**config.mk**
```make
export PLATFORM = sky130hd
export DESIGN_NAME = losa_scan
export DESIGN_NICKNAME = d
export VERILOG_FILES = /design/src/losa_pkg.sv /design/src/losa_scan.sv
export VERILOG_INCLUDE_DIRS = /design/src /design/src/src
export SDC_FILE = /design/constraint.sdc
export NUM_CORES = 1
export LEC_CHECK = 0
export CORE_AREA = 2 2 150 138
export DETAILED_ROUTE_END_ITERATION = 12
export DIE_AREA = 0 0 152 140
export DONT_BUFFER_PORTS = 1
export PLACE_DENSITY_LB_ADDON = 0.12
export SLEW_MARGIN = 25
export SYNTH_ARGS = -nofsm -noshare
export SYNTH_HDL_FRONTEND = slang
export SYNTH_SLANG_ARGS = --single-unit
```
**constraint.sdc**
```tcl
create_clock -name clk -period 37.3 [get_ports clk]
set_input_delay 3.73 -clock clk [delete_from_list [all_inputs] [get_ports clk]]
set_output_delay 3.73 -clock clk [all_outputs]
set_load 0.005 [all_outputs]
```
**src/largest_ones_square_area_macros.svh**
```systemverilog
`ifndef LARGEST_ONES_SQUARE_AREA_MACROS_SVH
`define LARGEST_ONES_SQUARE_AREA_MACROS_SVH

// Same-cycle implication, checked on every rising edge outside reset.
`define LOSA_ASSERT_IMP(label, ante, cons, msg) \
    label: assert property (@(posedge clk) disable iff (!rst_n) (ante) |-> (cons)) \
        else $error(msg);

// Next-cycle implication, checked on every rising edge outside reset.
`define LOSA_ASSERT_NXT(label, ante, cons, msg) \
    label: assert property (@(posedge clk) disable iff (!rst_n) (ante) |=> (cons)) \
        else $error(msg);

`endif

```
**src/losa_pkg.sv**
```systemverilog
`timescale 1ns / 1ps
`default_nettype none

package losa_pkg;

    localparam int SIDE_W        = 11;
    localparam int AREA_W        = 21;
    localparam int LEN_W         = 11;
    localparam int MAX_WIDTH_DEF = 1024;

    localparam logic [LEN_W-1:0]  ROW_LENGTH_RESET = 11'd1024;
    localparam logic [AREA_W-1:0] AREA_MAX         = {AREA_W{1'b1}};

    typedef struct packed {
        logic cell_bit;
        logic frame_last;
    } cell_t;

    typedef struct packed {
        logic [AREA_W-1:0] best_area;
        logic [SIDE_W-1:0] best_side;
    } result_t;

    // Square of a side, saturated to the area field.
    function automatic logic [AREA_W-1:0] square_sat(input logic [SIDE_W-1:0] side);
        logic [2*SIDE_W-1:0] prod;
        begin
            prod = (2*SIDE_W)'(side) * (2*SIDE_W)'(side);
            if (prod > (2*SIDE_W)'(AREA_MAX))
            begin
                square_sat = AREA_MAX;
            end
            else
            begin
                square_sat = prod[AREA_W-1:0];
            end
        end
    endfunction

endpackage

`default_nettype wire

```
**src/losa_scan.sv**
```systemverilog
`timescale 1ns / 1ps
`default_nettype none

module losa_scan #(
    parameter int MaxWidth = losa_pkg::MAX_WIDTH_DEF,
    parameter int ColW     = (MaxWidth > 1) ? $clog2(MaxWidth) : 1
) (
    input  wire logic                          clk,
    input  wire logic                          rst_n,
    input  wire logic [losa_pkg::LEN_W-1:0]    row_length,
    input  wire logic                          cell_valid,
    output logic                               cell_stall,
    input  wire losa_pkg::cell_t               cell_data,
    output logic                               result_valid,
    input  wire logic                          result_stall,
    output losa_pkg::result_t                  result,
    output logic                               mem_rd_en,
    output logic [ColW-1:0]                    mem_rd_addr,
    input  wire logic [losa_pkg::SIDE_W-1:0]   mem_rd_data,
    output logic                               mem_wr_en,
    output logic [ColW-1:0]                    mem_wr_addr,
    output logic [losa_pkg::SIDE_W-1:0]        mem_wr_data,
    input  wire logic                          clear_busy
);

    localparam int SideW = losa_pkg::SIDE_W;
    localparam int ExtW  = (ColW + 1 > losa_pkg::LEN_W) ? ColW + 1 : losa_pkg::LEN_W;

    logic                 accept;
    logic                 retire;
    logic [ExtW-1:0]      len_ext;
    logic [ExtW-1:0]      len_eff;
    logic                 row_wrap;

    logic [ColW-1:0]      next_col_reg;
    logic [ColW-1:0]      next_col_next;
    logic                 next_first_reg;
    logic                 next_first_next;

    logic                 a_valid_reg;
    logic                 a_valid_next;
    losa_pkg::cell_t      a_item_reg;
    logic [ColW-1:0]      col_reg;
    logic                 first_reg;
    logic                 fwd_hit_reg;
    logic [SideW-1:0]     fwd_data_reg;

    logic [SideW-1:0]     left_reg;
    logic [SideW-1:0]     diag_reg;
    logic [SideW-1:0]     max_reg;
    logic [SideW-1:0]     max_next;

    logic [SideW-1:0]     up;
    logic [SideW-1:0]     diag;
    logic [SideW-1:0]     left;
    logic [SideW-1:0]     min_ul;
    logic [SideW-1:0]     min_all;
    logic [SideW-1:0]     side;
    logic [SideW-1:0]     max_new;

    logic                 result_valid_reg;
    logic                 result_valid_next;
    losa_pkg::result_t    result_reg;

    // Row length of zero acts as one; lengths beyond the line store are clamped.
    always_comb
    begin
        len_ext = ExtW'(row_length);
        if (len_ext == '0)
        begin
            len_eff = ExtW'(1);
        end
        else if (len_ext > ExtW'(MaxWidth))
        begin
            len_eff = ExtW'(MaxWidth);
        end
        else
        begin
            len_eff = len_ext;
        end
    end

    assign row_wrap = (ExtW'(next_col_reg) + ExtW'(1)) >= len_eff;

    assign retire     = a_valid_reg &&
                        !(a_item_reg.frame_last && result_valid_reg && result_stall);
    assign cell_stall = clear_busy || (a_valid_reg && !retire);
    assign accept     = cell_valid && !cell_stall;

    always_comb
    begin
        next_col_next   = next_col_reg;
        next_first_next = next_first_reg;
        if (accept)
        begin
            if (cell_data.frame_last)
            begin
                next_col_next   = '0;
                next_first_next = 1'b1;
            end
            else if (row_wrap)
            begin
                next_col_next   = '0;
                next_first_next = 1'b0;
            end
            else
            begin
                next_col_next = next_col_reg + 1'b1;
            end
        end
    end

    always_comb
    begin
        if (accept)
        begin
            a_valid_next = 1'b1;
        end
        else if (retire)
        begin
            a_valid_next = 1'b0;
        end
        else
        begin
            a_valid_next = a_valid_reg;
        end
    end

    // The line store read is issued as the item enters, so its data lines up with it.
    assign mem_rd_en   = accept;
    assign mem_rd_addr = next_col_reg;

    // A write from the retiring item to the column just read is forwarded.
    always_comb
    begin
        up   = '0;
        diag = '0;
        left = '0;
        if (!first_reg)
        begin
            up = fwd_hit_reg ? fwd_data_reg : mem_rd_data;
        end
        if (!first_reg && (col_reg != '0))
        begin
            diag = diag_reg;
        end
        if (col_reg != '0)
        begin
            left = left_reg;
        end
        min_ul  = (left < up) ? left : up;
        min_all = (min_ul < diag) ? min_ul : diag;
        side    = a_item_reg.cell_bit ? min_all + 1'b1 : '0;
        max_new = (side > max_reg) ? side : max_reg;
    end

    assign mem_wr_en   = retire;
    assign mem_wr_addr = col_reg;
    assign mem_wr_data = side;

    always_comb
    begin
        max_next = max_reg;
        if (retire)
        begin
            max_next = a_item_reg.frame_last ? '0 : max_new;
        end
    end

    always_comb
    begin
        if (retire && a_item_reg.frame_last)
        begin
            result_valid_next = 1'b1;
        end
        else if (!result_stall)
        begin
            result_valid_next = 1'b0;
        end
        else
        begin
            result_valid_next = result_valid_reg;
        end
    end

    always_ff @(posedge clk or negedge rst_n)
    begin
        if (!rst_n)
        begin
            next_col_reg     <= '0;
            next_first_reg   <= 1'b1;
            a_valid_reg      <= 1'b0;
            col_reg          <= '0;
            first_reg        <= 1'b1;
            fwd_hit_reg      <= 1'b0;
            left_reg         <= '0;
            diag_reg         <= '0;
            max_reg          <= '0;
            result_valid_reg <= 1'b0;
        end
        else
        begin
            next_col_reg     <= next_col_next;
            next_first_reg   <= next_first_next;
            a_valid_reg      <= a_valid_next;
            max_reg          <= max_next;
            result_valid_reg <= result_valid_next;
            if (accept)
            begin
                col_reg     <= next_col_reg;
                first_reg   <= next_first_reg;
                fwd_hit_reg <= retire && (col_reg == next_col_reg);
            end
            if (retire)
            begin
                left_reg <= side;
                diag_reg <= up;
            end
        end
    end

    always_ff @(posedge clk)
    begin
        if (accept)
        begin
            a_item_reg   <= cell_data;
            fwd_data_reg <= side;
        end
        if (retire && a_item_reg.frame_last)
        begin
            result_reg.best_area <= losa_pkg::square_sat(max_new);
            result_reg.best_side <= max_new;
        end
    end

    assign result_valid = result_valid_reg;
    assign result       = result_reg;

`include "largest_ones_square_area_macros.svh"

    `LOSA_ASSERT_IMP(a_no_accept_in_clear, clear_busy, cell_stall, "item accepted during line store clear")
    `LOSA_ASSERT_NXT(a_last_gives_result, retire && a_item_reg.frame_last, result_valid_reg, "frame end without result")
    `LOSA_ASSERT_NXT(a_frame_restart, accept && cell_data.frame_last, (next_col_reg == '0) && next_first_reg, "frame end did not restart scan")

endmodule

`default_nettype wire

```
== Word level (Yosys, flattened, before mapping) ==
Cells that the tools add are included.

* Bitwise operators: 0
* $mul: 1
* Shift-type cells: 0
* Mux-type cells: 19
* Add/subtract/negate cells: 3
* Div/mod/pow operators: 0
* Reduce and logical (&&, ||, !) cells: 18
* Equal/unequal tests: 2
* $lt $le $gt $ge: 6

{| class="wikitable"
|+ Operator list
! cell !! count
|-
| $mux 11 || 11
|-
| $gt 22x21->1 const B || 1
|-
| $lt 11x11->1 || 2
|-
| $mul 11x11->22 || 1
|-
| $mux 10 || 2
|-
| $add 10x1->11 const B || 1
|-
| $add 11x1->11 const B || 1
|-
| $ge 11x11->1 || 1
|-
| $gt 11x11->1 || 1
|-
| $gt 11x11->1 const B || 1
|-
| $logic_not 11->1 || 1
|-
| $add 10x1->10 const B || 1
|-
| $eq 10x10->1 || 1
|-
| $reduce_bool 10->1 || 1
|-
| $logic_and 1x1->1 || 8
|-
| $mux 1 || 6
|-
| $logic_not 1->1 || 4
|-
| $reduce_bool 2->1 || 2
|-
| $ne 2x1->1 const B || 1
|-
| $reduce_and 2->1 || 1
|-
| $logic_or 1x1->1 || 1
|}

* ROM bits: 0
* Bits in registers: 103
* Logic and storage cells: 64
* Output and inout port bits: 67
* Memories kept: 0
* Bits in writable memories: 0
* Bits in latches: 0

== Longest topological paths before layout ==
Gate-level depths: netlist of run 1.

* Depth in word-level cells: 12
* Mapped depth: 65
* Depth with buffers taken out: 58

== Worst setup path before layout of run 1 ==
No wires, ideal clock.

* Path type: input to register
* Start: input mem_rd_data[6] (netlist name)
* End: register result_reg, in the netlist result[23] (data pin)
* Path buffers: 8
* Cell stages on the path: 60
* Arrival: 16.048 ns
* Setup slack: 20.981 ns
* Cell sequence: mux2_2 -> nand2_1 -> ha_1 -> and3_1 -> a221oi_1 -> o21ai_1 -> nor2_4 -> buf_4 -> mux2_2 -> ha_1 -> nand4_1 -> a2111oi_0 -> a211o_1 -> clkbuf_1 -> o31a_1 -> buf_2 -> nor2_1 -> a21oi_1 -> (+24 left out) -> fa_1 -> inv_1 -> fa_1 -> inv_1 -> fa_1 -> inv_1 -> ha_1 -> nor4_1 -> o21ai_0 -> a31oi_1 -> o21ai_0 -> o41a_1 -> a211oi_1 -> o21bai_1 -> a21oi_1 -> a21boi_2 -> buf_4 -> o32ai_1

* Word-level cells in the longest chain between the ends: 12

{| class="wikitable"
|+ Ends and longest elaborated chain
! what !! RTL line !! source
|-
| from (decl) || losa_scan.sv:19 || <nowiki>input wire logic [losa_pkg::SIDE_W-1:0] mem_rd_data,</nowiki>
|-
| $mux 11 * || losa_scan.sv:141 || <nowiki>up = fwd_hit_reg ? fwd_data_reg : mem_rd_data;</nowiki>
|-
| $mux 11 * || losa_scan.sv:139 || <nowiki>if (!first_reg)</nowiki>
|-
| $lt 11x11->1 || losa_scan.sv:151 || <nowiki>min_ul = (left < up) ? left : up;</nowiki>
|-
| $mux 11 * || losa_scan.sv:151 ||
|-
| $lt 11x11->1 || losa_scan.sv:152 || <nowiki>min_all = (min_ul < diag) ? min_ul : diag;</nowiki>
|-
| $mux 11 * || losa_scan.sv:152 ||
|-
| $add 11x1->11 * || losa_scan.sv:153 || <nowiki>side = a_item_reg.cell_bit ? min_all + 1'b1 : '0;</nowiki>
|-
| $mux 11 * || losa_scan.sv:153 ||
|-
| via mem_wr_data (one bit) || losa_scan.sv:22 || <nowiki>output logic [losa_pkg::SIDE_W-1:0] mem_wr_data,</nowiki>
|-
| $gt 11x11->1 * || losa_scan.sv:154 || <nowiki>max_new = (side > max_reg) ? side : max_reg;</nowiki>
|-
| $mux 11 * || losa_scan.sv:154 ||
|-
| via max_new[2] || losa_scan.sv:59 || <nowiki>logic [SideW-1:0] max_new;</nowiki>
|-
| $mul 11x11->22 * || losa_pkg.sv:28 || <nowiki>prod = (2*SIDE_W)'(side) * (2*SIDE_W)'(side);</nowiki>
|-
| $gt 22x21->1 || losa_pkg.sv:29 || <nowiki>if (prod > (2*SIDE_W)'(AREA_MAX))</nowiki>
|-
| to (decl) || losa_scan.sv:63 || <nowiki>losa_pkg::result_t result_reg;</nowiki>
|}

The timed path passes the listed nets; every way through them passes the cells marked *.
A chain may end at the register's enable or synchronous reset.

== Worst setup path in the final report of run 1 ==
* Start: input mem_rd_data[4] (netlist name)
* End: register result_reg, in the netlist result[13] (data pin)

* Word-level cells in the longest chain between the ends: 12

{| class="wikitable"
|+ Ends and longest elaborated chain
! what !! RTL line
|-
| $mux 11 * || losa_scan.sv:141
|-
| $mux 11 * || losa_scan.sv:139
|-
| $lt 11x11->1 || losa_scan.sv:151
|-
| $mux 11 * || losa_scan.sv:151
|-
| $lt 11x11->1 || losa_scan.sv:152
|-
| $mux 11 * || losa_scan.sv:152
|-
| $add 11x1->11 * || losa_scan.sv:153
|-
| $mux 11 * || losa_scan.sv:153
|-
| via mem_wr_data (one bit) || losa_scan.sv:22
|-
| $gt 11x11->1 || losa_scan.sv:154
|-
| $mux 11 * || losa_scan.sv:154
|-
| $mul 11x11->22 * || losa_pkg.sv:28
|-
| $gt 22x21->1 || losa_pkg.sv:29
|}

Marks and branches as above.

==> results of run 1 <==
==> final cells by class <==
class	count	share of cell area (%)
inverter	147	5.375
sequential	103	27.33
clock inverter	6	0.5729
multi-input combinational	789	60.39
timing repair buffer	11	0.9995
tap	255	3.108
clock buffer	10	2.231
==> worst paths after layout <==
kind                           startpoint          end  slack [ns]  cells past startpoint
setup / recovery           mem_rd_data[4]   result[13]       19.11                     52
hold / removal                left_reg[5]  left_reg[5]        0.49                      2
setup reg to reg           mem_wr_addr[9]   result[13]       21.09                     52
hold reg to reg               left_reg[5]  left_reg[5]        0.49                      2
max in group asynchronous           rst_n    first_reg       34.04                      0
min in group asynchronous           rst_n  diag_reg[4]        3.05                      0
==> per-stage QoR <==
stage	hold WS (ns)	util [%]	area [sq um]	setup slack [ns]
finish	0.4852	52.16	10260	19.11
global route	0.5098	52.16	10260	17.89
CTS	0.4888	51.98	10230	18.98
detailed placement	0.4698	50.52	9942	18.66
global placement	0.4601	50.52	9942	19.08
floorplan	0.4464	-	9709	20.98
==> per-layer routing <==
metal	global-route usage (%)	wire length, um	vias up
met5	0	0	-
met1	35.10	11760	3654
li1	-	-	3626
met4	5.657	335	0
met3	3.929	1328	19
met2	35.99	10950	203
==> cells by family after synthesis <==
logic type / count (synthesis)
xor+xnor: 46
flops: 103
mux: 29
fa+ha+maj: 157
buf+inv: 186
simple gates: 376
compound gates: 181
==> layout by cell type, fill, tap and decap left out, types with 25 or more instances in the layout <==
cell type,netlist,final
sky130_fd_sc_hd__a21oi_1,25,25
sky130_fd_sc_hd__dfrtp_1,56,56
sky130_fd_sc_hd__edfxtp_1,45,45
sky130_fd_sc_hd__fa_1,63,63
sky130_fd_sc_hd__ha_1,94,94
sky130_fd_sc_hd__inv_1,139,139
sky130_fd_sc_hd__nand2_1,182,182
sky130_fd_sc_hd__nand3_1,28,28
sky130_fd_sc_hd__nor2_1,69,68
sky130_fd_sc_hd__o21ai_0,43,43
sky130_fd_sc_hd__xor2_1,25,25
==> worst reg2reg max path, delay by kind of cell (launching register included) <==
| kind | cells | cell delay [ns] |
|---|---|---|
| AOI/OAI and AO/OA | 21 | 6.02 |
| and+or+nand+nor | 15 | 4.20 |
| adders and majority gates | 10 | 4.09 |
| muxes | 1 | 0.49 |
| DFF | 1 | 0.48 |
| buffers and inverters | 4 | 0.47 |
| xor gates and xnor gates | 1 | 0.15 |
==> impl_summary.md, run 1 <==
Placed design
The number of placed instances, taps included, is 1304. The number of buffer cells added on primary ports is 0. The congestion estimate from routability-driven global placement came to 0.9119. The placed wire-length estimate is roughly 19000 um.

Final layout
The number of antenna diodes in the final layout is 0. The finished layout holds 1321 standard cells, fillers aside. The fill cell instance count of the final layout is 1829. Registers take about 2800 sq um. The multi-input combinational cells in the finished layout cover a total of 6198 sq um. The fraction of layout instances using a drive strength above 1 is between 7 and 8%. The register with the most flip-flops in the layout has 32 of them.

The final-stage net count is 1247. Relative to the synthesized area, the layout overhead comes to 5.721%.

Yosys
The top flip-flop cell by instance count after synthesis is sky130_fd_sc_hd__dfrtp_1. The largest family of logic cells by synthesized area is adder cells. Of the post-synthesis cell area, the dominant cell type holds 14.43%.

Summing the areas of all compound-gate instances in the mapped netlist gives 13.23% of the synthesized area. The post-synthesis mux area share is 3.157%. The area share of and/or/nand/nor cells after synthesis is 17.99%. Ranked by instance count, the synthesized netlist is headed by sky130_fd_sc_hd__nand2_1, sky130_fd_sc_hd__inv_1, sky130_fd_sc_hd__ha_1, sky130_fd_sc_hd__nor2_1, sky130_fd_sc_hd__fa_1. During synthesis, Yosys emitted a total of 0 warnings. The synthesized design contains 45 enable-type register cells. The cell taking the most area after synthesis is sky130_fd_sc_hd__dfrtp_1.

After synthesis the netlist holds a flip-flop and latch count of approximately 100. The average instance in the mapped netlist occupies 9.007 sq um. The post-synthesis cell count is 1078. The count of unique library cells instantiated by Yosys is 82. The most frequent cell after synthesis is sky130_fd_sc_hd__nand2_1. After synthesis, flip-flops and latches occupy 28.89% of the total area. The number of nets handed over by synthesis was 1264. The post-synthesis share of cell area spent on full adders, half adders and majority gates is 25.10%. Sorting the synthesized cells by area gives the leading types as sky130_fd_sc_hd__dfrtp_1, sky130_fd_sc_hd__edfxtp_1, sky130_fd_sc_hd__fa_1. Of the total synthesized cell area, the portion taken by XOR and XNOR cells is a little over 4%. In this run the cell area of the synthesized design comes to 9709 sq um. Of all flip-flops after synthesis, the portion carrying an async set or reset was a little under three fifths.

Floorplan
The site row count is 49. The vertical die dimension is roughly 140 um. The width of the chip is 152 um. After floorplanning, the core was sized to cover 19680 sq um. 96 I/O pins were placed. The overall die area is 21280 sq um. The effective utilization at floorplan is about 49%.

CTS
The clock passes through at most 2 buffers. The count of clock tree sinks is 103. For the worst-skew pair, the clock arrives at the later sink with an insertion delay of 0.37 ns. The number of buffers added by the clock tree synthesis step is 9. The cell chosen for the clock root is sky130_fd_sc_hd__clkbuf_16.

The total of cells resized after clock tree synthesis is 0. The number of levels in the clock H-tree is 3. TritonCTS built the clock tree. For this design, the CTS-stage hold fixing added 0 buffers. After clock tree synthesis, the clock-pin slew on the worst setup and hold paths is roughly 0.08 ns. After clock tree synthesis, the setup repair step added 0 buffers.

Drt
For this block, the routed nets add up to 24380 um of wire. The residual antenna-violating net count after detailed routing is 0. The first detailed-routing pass took 5 iterations. The detailed-route vias per instance is 5.679. After detailed routing, the average wire length per cell comes to between 15 and 20 um. The violation count after the first detailed-route iteration is 409. The routed layout has 7502 vias. The remaining routing DRC violations is 0.

Global route
The first global-routing pass estimated 40030 um of wire. For this run, the total global-route usage over all layers was measured as between 20% and 30%. The number of antenna violations at the first check in global routing was 0. The via count of the first global-routing pass is 7255. Entering global routing, the biggest net connects 59 pins.

The total overflow reported by the global router is 0.

Worst setup path
The type of the worst setup path is input port to flop. On the worst path, the slowest cell contributes a delay of about 0.74 ns. The endpoint kind of the worst setup timing path is a flop. The kind of cell adding the most delay to the critical path is compound AO/OA/AOI/OAI gates. The worst path buffer plus inverter count is 5. The slowest stage of the critical path is the sky130_fd_sc_hd__a221oi_1 cell.

Data on the critical path arrives at its endpoint at 18.27 ns. The element type at the critical path start is an input port. For the worst setup path, the data required time is 37.38 ns. The maximum fanout along the worst path is 21.

Timing
The number of endpoints with negative hold slack in the final report is 0. The fmax is 0.05497 GHz. The final critical delay including setup and external delays is 18.19 ns.

The ratio of final minimum period to clock period is 48.77%. After routing, the total negative slack on setup checks comes to 0 ns. Setup repair after global routing left no endpoint under its margin.

The slew at the pin with the worst max-slew slack is 0.8904 ns. The relative max-transition margin is 40.45%. The maximum clock skew at final layout is about 0.011 ns. Setup violations remaining at the end of the flow were counted as 0. The number of slew-limit violations in the final report was 0.

Outcome
The run finished with clean final reports.

Worst hold path
The class of the worst hold path is flop to flop.

Job
The max-capacitance violation count is 0.
Power of run 1 is not shown: default switching activity piles up to over one toggle a cycle in this logic, so the estimate is an artifact.
==> run 2, diff against run 1 <==
- clock period: 37.3 -> 18.5 ns (I/O delays scaled with it)
==> run 2 against run 1 <==
Wire length is 0.75% higher. Sequential share of layout area hardly changed. First-iteration DRC count is 20% higher. Worst setup slack worse by 17 ns. Clock skew is 0.0024 ns lower. Final area is 0.15% lower. Core utilization is 0.076 points lower. Hold slack better by 0.013 ns. Critical path depth stayed put. Die area stayed put. Global-route usage is 0.40 points higher. Critical path type unchanged.
==> impl_summary.md, run 2 (synthesis results as in run 1) <==
Floorplan
The width of the chip is 152 um. The floorplan has 49 rows. The vertical die dimension is about 140 um.

Pin placement for this block handled 96 I/O pins. The overall die area is 21280 sq um. The area inside the core boundary is 19680 sq um. The initial utilization of the core area, before any placement, comes to roughly half.

Final layout
The fill cell instance count of the final layout is 1825. The area growth from synthesis to layout is 5.567%. The register cell area after layout is 2805 sq um. Leaving out fill and tap cells, the most frequent cells in the layout are sky130_fd_sc_hd__nand2_1, sky130_fd_sc_hd__inv_1, sky130_fd_sc_hd__ha_1, sky130_fd_sc_hd__nor2_1, sky130_fd_sc_hd__fa_1. The register with the most flip-flops in the layout has 32 of them.

The final-stage net count is 1247. The area of combinational cells with multiple inputs is 6191 sq um. Cells with a size suffix above 1 make up 7.317% of the layout.

Leaving out fill and tap cells, the most frequent cell in the layout is sky130_fd_sc_hd__nand2_1. Cells fill 52.08% of the core in the end. 0 antenna diodes ended up in the layout.

Timing
The number of slew-limit violations in the final report is 0. Setup violations remaining at the end of the flow were counted as 0. The final critical path takes up between 80% and 90% of the cycle.

The setup slack of the critical path after layout is 2.013 ns. On the final layout, the worst clock skew is roughly 0.0083 ns. Measured against its own limit, the worst slew margin works out to 34.61%.

Setup total negative slack on the finished layout was measured at 0 ns. The worst path in the final design needs a cycle of approximately 16 ns, including I/O delays and setup. Setup repair after global routing left no endpoint under its margin. At the pin with the least slew margin, the transition time is approximately 0.98 ns. Based on the critical path, the design can be clocked at up to 0.06065 GHz.

The number of endpoints with negative hold slack in the final report came to 0.

Worst setup path
Of all nets on the critical path, the largest fanout is 21. The cell count of the worst reg-to-reg path is 52. In this run the critical register-to-register path is launched from mem_wr_addr[9]. On the critical path, the stage with the largest delay is an instance of sky130_fd_sc_hd__a21boi_2.

The kind of cell adding the most delay to the critical path is compound AO/OA/AOI/OAI gates. In this run the critical register-to-register path is captured at result[23]. In this run the register-to-register setup slack is 2.13 ns.

The endpoint kind of the worst setup timing path is a flop. The data arrival at the endpoint of the critical path is 16.55 ns. The data required time of the critical path is 18.56 ns.

The largest single stage delay on the critical path is 0.79 ns. The type of the worst setup path is input port to flop. STA classifies the critical path startpoint as an input port.

Together, buffers and inverters on the worst path number 5.

CTS
CTS saw between 100 and 150 sinks. In this run, CTS created clock tree buffers numbering 9. The number of hold buffers added after CTS was 0. Clock tree synthesis selected as its root buffer the cell sky130_fd_sc_hd__clkbuf_16. Clock latency on the worst-skew pair, taken at its later pin, is around 0.37 ns.

Counting along the longest clock path gives a buffer depth of 2. The clock transition at the register clock pins on the worst setup and hold paths after CTS is approximately 0.080 ns. The TritonCTS clock tree is yes. After clock tree synthesis, the setup repair step added 0 buffers. The total of cells resized after clock tree synthesis is 0.

The number of levels in the clock H-tree is 3.

Drt
The overall routed net length is roughly 25000 um. In the final routed layout, each cell accounts on average for ~19 um. The violation count after the first detailed-route iteration is 490. The number of detailed-routing iterations run before antenna repair is 4. Using the TritonRoute via totals, the vias-per-cell ratio works out to 5.657. The via count is 7473. The residual antenna-violating net count after detailed routing is 0.

The remaining routing DRC violations is 0.

Outcome
The flow ran to the end, and the final reports show no timing, DRC or antenna violations.

Global route
The via count of the first global-routing pass is 7432. Global routing finished with a remaining overflow of 0. The global-route total usage across every layer is 23.97%. Entering global routing, the biggest net connects 59 pins. The number of antenna violations at the first check in global routing is 0. The first global-routing pass estimated roughly 41000 um of wire.

Placed design
After legalization and detailed placement, the total HPWL measured 18770 um. The weighted congestion reported at the end of routability-driven placement is approximately 0.91. The number of buffer cells added on primary ports is 0.

The post-placement setup slack is 1.866 ns.

Worst hold path
The worst hold path terminates at left_reg[5]. The class of the worst hold path is flop to flop. The start point of the worst min-delay path is left_reg[5]. The worst hold path was traced through 2 stages.

Job
Across the run, the number of max-cap violations was 0.
run 2: worst register-to-register path, delay by kind of cell, from the launching register on:
kind	cells	cell delay, ns
AO/OA/AOI/OAI	21	6.20
XOR/XNOR	1	0.15
adder cells (fa/ha/maj)	10	4.09
buffers and inverters	4	0.45
flip-flops	1	0.49
multiplexers	1	0.49
AND/OR/NAND/NOR	15	4.20
run 2: final cells by class:
class | count | share of cell area (%)
multi-input combinational | 789 | 60.40
sequential | 103 | 27.37
inverter | 147 | 5.383
tap | 255 | 3.113
clock buffer | 10 | 2.234
timing repair buffer | 11 | 0.9277
clock inverter | 6 | 0.5737
run 2: per-layer routing:
metal | routed length (um) | share of wire [%] | GRT usage (%)
met2 | 11070 | 45 | 37.43
met3 | 1365 | 5.6 | 4.703
met1 | 11820 | 48 | 34.95
met4 | 306 | 1.2 | 4.820
met5 | 0 | 0 | 0
run 2: metrics by stage:
stage | hold slack (ns) | area (sq um) | std cells
CTS | 0.4956 | 10230 | 1320
detailed placement | 0.4770 | 9942 | 1304
global placement | 0.4602 | 9942 | 1304
floorplan | 0.4464 | 9709 | 1078
global route | 0.5291 | 10250 | 1321
finish | 0.4986 | 10250 | 1321
run 2: worst max-delay path by stage:
stage                         from    endpoint  slack, ns  cells past startpoint
floorplan           mem_rd_data[6]  result[23]       4.06                     60
global placement    mem_rd_data[6]  result[11]       2.15                     52
detailed placement  mem_rd_data[4]  result[23]       1.87                     52
CTS                 mem_rd_data[4]  result[23]       2.20                     52
global route        mem_rd_data[5]  result[23]       0.83                     52
finish              mem_rd_data[4]  result[23]       2.01                     52
Power of run 2 is left out for the same reason.
==> run 3, diff against run 2 <==
- CTS_BUF_LIST: default -> sky130_fd_sc_hd__clkbuf_8
- REMOVE_ABC_BUFFERS: default -> 1
==> run 3 against run 2 <==
Critical path depth is the same. Hold slack gained 0.0059 ns. Final area shrank 0.60%. Count of clock-buffer cells in the layout shrank 1. Die area is the same. Fmax grew 0.53%. Sequential share of layout area grew 0.16 points.
==> impl_summary.md, run 3 (synthesis results as in run 1) <==
Floorplan
The top-level port count is 96. In this run the core area contains 49 standard-cell rows. From bottom edge to top edge, the die measures 140 um.

The effective utilization at floorplan is 49.34%. After floorplanning, the core was sized to cover about 20000 sq um. The die is 152 um wide. The overall die area is 21280 sq um.

Job
Across the run, the number of max-cap violations was 0.

Placed design
The placed wire-length estimate is around 19000 um. At the end of routability-driven placement, the weighted congestion stood at roughly 0.95. Input and output buffers added on the ports amount to 0.

Timing
For the final routed database, the setup TNS stands at 0 ns. Setup repair after global routing left no endpoint under its margin. The setup-violating endpoint count in the final report is 0. For this run, the top clock speed supported by timing is 0.06098 GHz. The number of endpoints with negative hold slack in the final report came to 0.

For the final database, setup skew stands at 0.01959 ns. The relative max-transition margin is 33.81%. At the pin with the least slew margin, the transition time is 0.9870 ns. After layout, the worst path uses 88.64% of the clock period.

The worst path in the final design needs a cycle of between 15 and 20 ns, including I/O delays and setup. The number of slew-limit violations in the final report was 0. Hold is met by 0.5045 ns.

CTS
In this run, CTS created clock tree buffers numbering 9. In this run, post-CTS repair resized a total of 0 instances. The count of clock tree sinks is about 100. The number of levels in the clock H-tree is 3. The clock passes through at most 2 buffers. The hold buffer count at cts is 0.

The clock transition at the register clock pins on the worst setup and hold paths after CTS is 0.11 ns. The tree is rooted in a sky130_fd_sc_hd__clkbuf_8. In this run the post-CTS setup repair buffer count came out at 0. TritonCTS built the clock tree. Clock latency on the worst-skew pair, taken at its later pin, is 0.40 ns.

Drt
Dividing the detail-routed wire length by the instance count gives 18.76 um. For this run, design rule violations remaining after detail routing come to 0. The final layout contains routed wiring with a total length of 24820 um. The residual antenna-violating net count after detailed routing is 0. In the routed layout, each cell is associated on average with a via count of 5.689. The first routing iteration left ~600 violations. The routed layout has 7526 vias. The number of detailed-routing iterations run before antenna repair is 5.

Global route
In the global route stage, overall resource usage came out at 24.00%. The number of antenna violations at the first check in global routing is 0. The total overflow reported by the global router is 0. The via count of the first global-routing pass is 7498.

Entering global routing, the biggest net connects 59 pins. The first global-routing pass estimated ~41000 um of wire.

Final layout
The count of inserted antenna diode cells is 0. After filler insertion, the fill cell instance count of the layout stands at 1834. The fraction of layout instances using a drive strength above 1 is 7.491%. For this run, the share of the core covered by cells in the final layout is 51.77%. The register with the most flip-flops in the layout has 32 of them. At the end of the flow, the number of nets in the layout was 1249.

The top cell types in the final layout, fill and taps aside, are sky130_fd_sc_hd__nand2_1, sky130_fd_sc_hd__inv_1, sky130_fd_sc_hd__ha_1, sky130_fd_sc_hd__nor2_1, sky130_fd_sc_hd__fa_1. The signed area change from the synthesized netlist to the final layout is 4.935%. The leading cell type in the layout, fill and taps excluded is sky130_fd_sc_hd__nand2_1.

Outcome
The run finished with clean final reports.

Worst setup path
The data arrival at the endpoint of the critical path is 16.51 ns. In this design, the stage delay of the slowest critical-path cell is approximately 0.79 ns. The setup path with the least slack is of type input port to flop.

The element type at the critical path start is an input port. The worst setup path is captured at a flop. Of all nets on the critical path, the largest fanout is 21. The data required time of the critical path is 18.61 ns. On the critical path, the stage with the largest delay is an instance of sky130_fd_sc_hd__a21boi_2.

Worst hold path
In this run the worst hold path is classified as flop to flop.
-- run 3: worst max-delay path: cells and delay by family --
family,cells,cell delay (ns)
multiplexers,3,1.09
buffers and inverters,5,0.51
adder cells (fa/ha/maj),10,3.96
AND/OR/NAND/NOR,13,2.98
XOR/XNOR,1,0.16
AO/OA/AOI/OAI,20,5.93
-- run 3: final timing paths --
| check | from | endpoint | slack (ns) | cells after the start |
|---|---|---|---|---|
| hold reg to reg | left_reg[5] | left_reg[5] | 0.50 | 2 |
| min in group asynchronous | rst_n | result_valid | 1.14 | 0 |
| max in group asynchronous | rst_n | first_reg | 17.15 | 0 |
| setup reg to reg | mem_wr_addr[9] | result[23] | 2.11 | 53 |
| setup / recovery | mem_rd_data[6] | result[23] | 2.10 | 52 |
| hold / removal | left_reg[5] | left_reg[5] | 0.50 | 2 |
-- run 3: metal layers --
| layer | track usage (%) | vias up | share of wire, % |
|---|---|---|---|
| met5 | 0 | - | 0 |
| met4 | 5.607 | 0 | 1.5 |
| met3 | 4.548 | 29 | 6.1 |
| met2 | 36.63 | 236 | 44 |
| met1 | 35.46 | 3649 | 49 |
| li1 | - | 3612 | - |
-- run 3: through the flow --
step                      area, sq um  worst slack, ns  cells
after detailed placement         9957            1.903   1306
after global placement           9957            2.340   1306
after CTS                       10160            2.310   1322
after floorplan                  9535            3.574   1039
final                           10190            2.101   1323
after global routing            10190           0.6630   1323
-- run 3: area by class of cell --
| cell class | count | area, sq um | share of cell area (%) |
|---|---|---|---|
| Multi-Input combinational cell | 789 | 6191 | 60.76 |
| Sequential cell | 103 | 2805 | 27.53 |
| Inverter | 147 | 551.8 | 5.416 |
| Tap cell | 255 | 319.1 | 3.132 |
| Clock buffer | 9 | 123.9 | 1.216 |
| Timing Repair Buffer | 13 | 117.6 | 1.154 |
| Clock inverter | 7 | 80.08 | 0.7860 |
Power of run 3 is left out for the same reason.
